<file path="src/rtl/urr_pkg.sv">
// ----------------------------------------------------------------------------
// urr_pkg
// Shared constants, types and command/status structs for the ranger.
// ----------------------------------------------------------------------------
package urr_pkg;

  localparam int SENSOR_COUNT = 4;
  localparam int IDX_W        = $clog2(SENSOR_COUNT);

  localparam int ECHO_W   = 4;
  localparam int QUERY_W  = 2;
  localparam int TRIG_W   = 4;
  localparam int ACT_W    = 2;
  localparam int DIST_W   = 12;
  localparam int CNT_W    = 16;
  localparam int TCNT_W   = 4;
  localparam int PERIOD_W = 7;
  localparam int SPEED_W  = 10;

  localparam int CFG_IDX_W  = 2;
  localparam int CFG_DATA_W = 10;

  localparam logic [TCNT_W-1:0]   RST_TRIGGER_TICKS = TCNT_W'(2);
  localparam logic [PERIOD_W-1:0] RST_TICK_PERIOD   = PERIOD_W'(10);
  localparam logic [SPEED_W-1:0]  RST_SOUND_SPEED   = SPEED_W'(340);

  localparam int INTERVAL_W = 16;
  localparam logic [INTERVAL_W-1:0] INTERVAL_MAX = '1;
  localparam int P1_W = CNT_W + PERIOD_W;
  localparam int P2_W = INTERVAL_W + SPEED_W;

  // x / 20000 == (x >> 5) / 625; the latter by reciprocal multiply
  localparam int PRE_SHIFT   = 5;
  localparam int Y_W         = P2_W - PRE_SHIFT;
  localparam int RECIP_W     = 22;
  localparam int RECIP_SHIFT = 31;
  localparam logic [RECIP_W-1:0] RECIP = RECIP_W'(3435974);
  localparam int P3_W = Y_W + RECIP_W;

  typedef enum logic [CFG_IDX_W-1:0] {
    CFG_TRIGGER_TICKS = 2'd0,
    CFG_TICK_PERIOD   = 2'd1,
    CFG_SOUND_SPEED   = 2'd2
  } cfg_reg_t;

  typedef enum logic [1:0] {
    PH_TRIGGER = 2'd0,
    PH_ECHO    = 2'd1,
    PH_DONE    = 2'd2
  } phase_t;

  typedef enum logic [2:0] {
    S_IDLE,
    S_STEP,
    S_MUL1,
    S_MUL2,
    S_MUL3,
    S_FINISH
  } ctl_state_t;

  typedef struct packed {
    logic idle;
    logic step;
    logic mul1;
    logic mul2;
    logic mul3;
    logic finish;
  } dp_cmd_t;

  typedef struct packed {
    logic accepted;
    logic measure;
    logic out_free;
  } dp_status_t;

endpackage

</file>
<file path="src/rtl/urr_ctrl.sv">
// ----------------------------------------------------------------------------
// urr_ctrl
// Sequencer: accept, tick step, three multiply stages on a completing tick, result handoff.
// ----------------------------------------------------------------------------
module urr_ctrl
  import urr_pkg::*;
(
  input  logic       clk,
  input  logic       rst,
  input  dp_status_t status,
  output dp_cmd_t    cmd
);

  ctl_state_t state, state_next;

  always_ff @(posedge clk) begin
    if (rst) begin
      state <= S_IDLE;
    end else begin
      state <= state_next;
    end
  end

  always_comb begin
    state_next = state;
    cmd        = '0;
    unique case (state)
      S_IDLE: begin
        cmd.idle = 1'b1;
        if (status.accepted) state_next = S_STEP;
      end
      S_STEP: begin
        cmd.step   = 1'b1;
        state_next = status.measure ? S_MUL1 : S_FINISH;
      end
      S_MUL1: begin
        cmd.mul1   = 1'b1;
        state_next = S_MUL2;
      end
      S_MUL2: begin
        cmd.mul2   = 1'b1;
        state_next = S_MUL3;
      end
      S_MUL3: begin
        cmd.mul3   = 1'b1;
        state_next = S_FINISH;
      end
      S_FINISH: begin
        cmd.finish = 1'b1;
        if (status.out_free) state_next = S_IDLE;
      end
      default: state_next = S_IDLE;
    endcase
  end

endmodule

</file>
<file path="config.mk">
export PLATFORM = sky130hd
export DESIGN_NAME = urr_ctrl
export DESIGN_NICKNAME = d
export VERILOG_FILES = /design/src/rtl/urr_pkg.sv /design/src/rtl/urr_ctrl.sv
export SDC_FILE = /design/constraint.sdc
export NUM_CORES = 1
export LEC_CHECK = 0
export BUFFER_PORTS_ARGS = -buffer_cell sky130_fd_sc_hd__buf_2
export CORE_AREA = 2 2 39 41
export DETAILED_ROUTE_END_ITERATION = 6
export DIE_AREA = 0 0 41 43
export PLACE_DENSITY = 0.31
export SYNTH_ARGS = -nofsm -noshare
export SYNTH_HDL_FRONTEND = slang
export SYNTH_SLANG_ARGS = --single-unit
</file>
<file path="constraint.sdc">
create_clock -name clk -period 1.7 [get_ports clk]
set_input_delay 0.17 -clock clk [delete_from_list [all_inputs] [get_ports clk]]
set_output_delay 0.17 -clock clk [all_outputs]
set_load 0.005 [all_outputs]
</file>
==> flow_summary_export.csv <==
group,metric,value,unit
critical_path,reg2reg_to,"state[0]",
placement,dp_worst_setup_slack,444,ps
timing,hold_viol_final,0,
clock_tree,path_clk_slew,40,ps
floorplanning,start_util,14.4,%
clock_tree,cts.sinks,3,
critical_path,reg2reg_slack,440,ps
synth,synth.net_count,30,
timing,min_period,1430,ps
outcome,status,"finished, final reports clean",
clock_tree,clockBufferDepth,2,
routing,drtAntennaViolNets,0,
floorplanning,die-width,41,um
placement,port_buffers,10,
timing,holdWs,130,ps
floorplanning,rows,14,
critical_path,crit_fanout,9,
floorplanning,die_y,43,um
critical_path,worstSetupEndpointType,"output pin",
synth,yosys.area.top_type,"dfxtp_1",
layout,finalNetCount,43,
clock_tree,cts.hold.buffers_added,0,
timing,clock.fmax,0.700,GHz
pwr,totalPowerFinal,0.000281,W
critical_path,r2r-start,"state[2]",
critical_path,crit_path_start_kind,"flip-flop",
synth,synthTopCellsByCount,"dfxtp_1 (3), nor2_1 (3)",
routing,vias_per_cell,4.02,
critical_path,crit_required,1530,ps
placement,place.gp.congestion,0.733,
timing,fin_crit_sh,84.0,%
routing,drc,0,
floorplanning,io_pins,11,
timing,layout_setup_ws,271,ps
synth,synthCells,25,
global_routing,antenna_found_initial,0,
pwr,leakage,0.132,nW
timing,skew,3.86,ps
synth,yosysUniqueCellTypes,17,
critical_path,crit_arrival,1260,ps
layout,drive_above_1_share,43.2,%
synth,ys_seq_area_share,30.2,%
layout,n_antenna_cell,0,
placement,dp_hpwl,362,um
clock_tree,cts_buffers,3,
critical_path,worstSetupPathType,"flip-flop to output pin",
timing,setup_tns,0,ps
layout,syn2layout_area_growth,40.9,%
hold_path,hold_class,"primary input to flip-flop",
clock_tree,clock_latency,240,ps
clock_tree,cts-resized-gates,0,
hold_path,hold_end,"state[2]",
routing,vias,213,
hold_path,hold_start,"rst",
timing,tightest_slew,283,ps
routing,dr.pass1.iters,4,
clock_tree,h-tree-depth,1,
layout,reg_top3,"state x3",
routing,wirelength,503,um
timing,setup_viol_count_final,0,
synth,yosys.area.top_type_share,30.2,%
layout,regMostFlops,"state",
global_routing,grt_max_degree,10,
layout,largest_reg_flops,3,
timing,slew_headroom,81.1,%
floorplanning,dieArea,1760,um2
synth,syn_area,199,um2
hold_path,hold_depth,2,
routing,drt_iter0_markers,3,
synth,synthArstFlopShare,0,%
synth,ys_seq_elements,3,
synth,ys.flop_type,"dfxtp_1",
placement,place_area,254,um2
global_routing,grt_overflow,0,
clock_tree,post_cts_buffers,0,
job,drv_cap,0,
timing,slew_viol_final,0,
synth,yosysWarnings,0,
routing,routedWlPerCell,9.49,um
layout,fin_area,280,um2
pwr,peakVddDrop,0.144,mV
clock_tree,cts_root_buffer,"clkbuf_4",
layout,seq_area,60.1,um2
global_routing,grt_usage,7.04,%
synth,syn_avg_cell_area,7.96,um2
synth,synth-edff-count,0,
pwr,cellPowerDensity,1000,nW/um2
global_routing,grt_pass1_vias,194,
global_routing,grt_pass1_wl,765,um
clock_tree,cts_tree,"built",
critical_path,r2r_cells,2,
synth,synth_area_leaders,"dfxtp_1 (30%), mux2_4 (7.5%), nor3b_1 (7.5%)",
layout,final.fill_count,162,
layout,multi_input_area,116,um2
timing,rsz0062_at_grt,"no",
floorplanning,core-area,1380,um2
-- per-layer routing --
metal  global-route usage [%]  wire length, um  vias to the layer above  part of all wire [%]
met5                        0                0                        -                     0
met4                     10.0               15                        0                   3.0
met3                     1.57               30                        2                   6.0
met2                     7.19              231                       11                    46
met1                     9.39              225                       91                    45
li1                         -                -                      109                     -
-- worst max-delay path: stages (launching register included) --
cell,delay [ps]
dfxtp_1,470
and2b_2,280
and2_1,150
buf_2,120
-- per-stage QoR --
stage,utilization (%),cells
3_3_place_gp,18.4,49
6_report,20.3,53
5_1_grt,20.3,53
3_5_place_dp,18.4,49
2_1_floorplan,-,25
4_1_cts,20.3,53
-- layout by cell type, fill, tap and decap left out, drive strengths merged, types with 2 or more instances in the layout --
cell type / netlist / routed
buf: 1 / 10
clkbuf: 1 / 4
nor2: 3 / 3
dfxtp: 3 / 3
nor3b: 2 / 2
and2: 2 / 2
inv: 2 / 2
a21oi: 2 / 2
-- power by group --
part / switching [W] / leakage, nW / internal [W]
Sequential: 0.0000163 / 0.0247 / 0.0000786
Combinational: 0.0000242 / 0.0922 / 0.0000344
Clock: 0.0000389 / 0.0150 / 0.0000881
Total: 0.0000795 / 0.132 / 0.000201
-- worst max path at each step --
stage,start,to,slack [ps],cells after the start
after floorplan,state[2],state[0],550,3
after global placement,state[2],state[0],460,2
after detailed placement,state[2],state[0],440,2
after CTS,state[2],cmd[2],260,3
after global routing,state[2],cmd[2],200,3
final,state[2],cmd[2],270,3
-- layout make-up --
type | instances | area share (%)
clock buffer | 4 | 9.37
inverter | 2 | 2.68
multi-input combinational | 18 | 41.5
sequential | 3 | 21.4
tap | 16 | 7.14
timing repair buffer | 10 | 17.9
-- cells by family after synthesis --
family / count (synthesis) / synth area share [%]
compound gates: 5 / 15.7
buf+inv: 4 / 11.3
flops: 3 / 30.2
mux: 1 / 7.54
simple gates: 12 / 35.2
No activity file was read; power rests on OpenSTA's default activity.
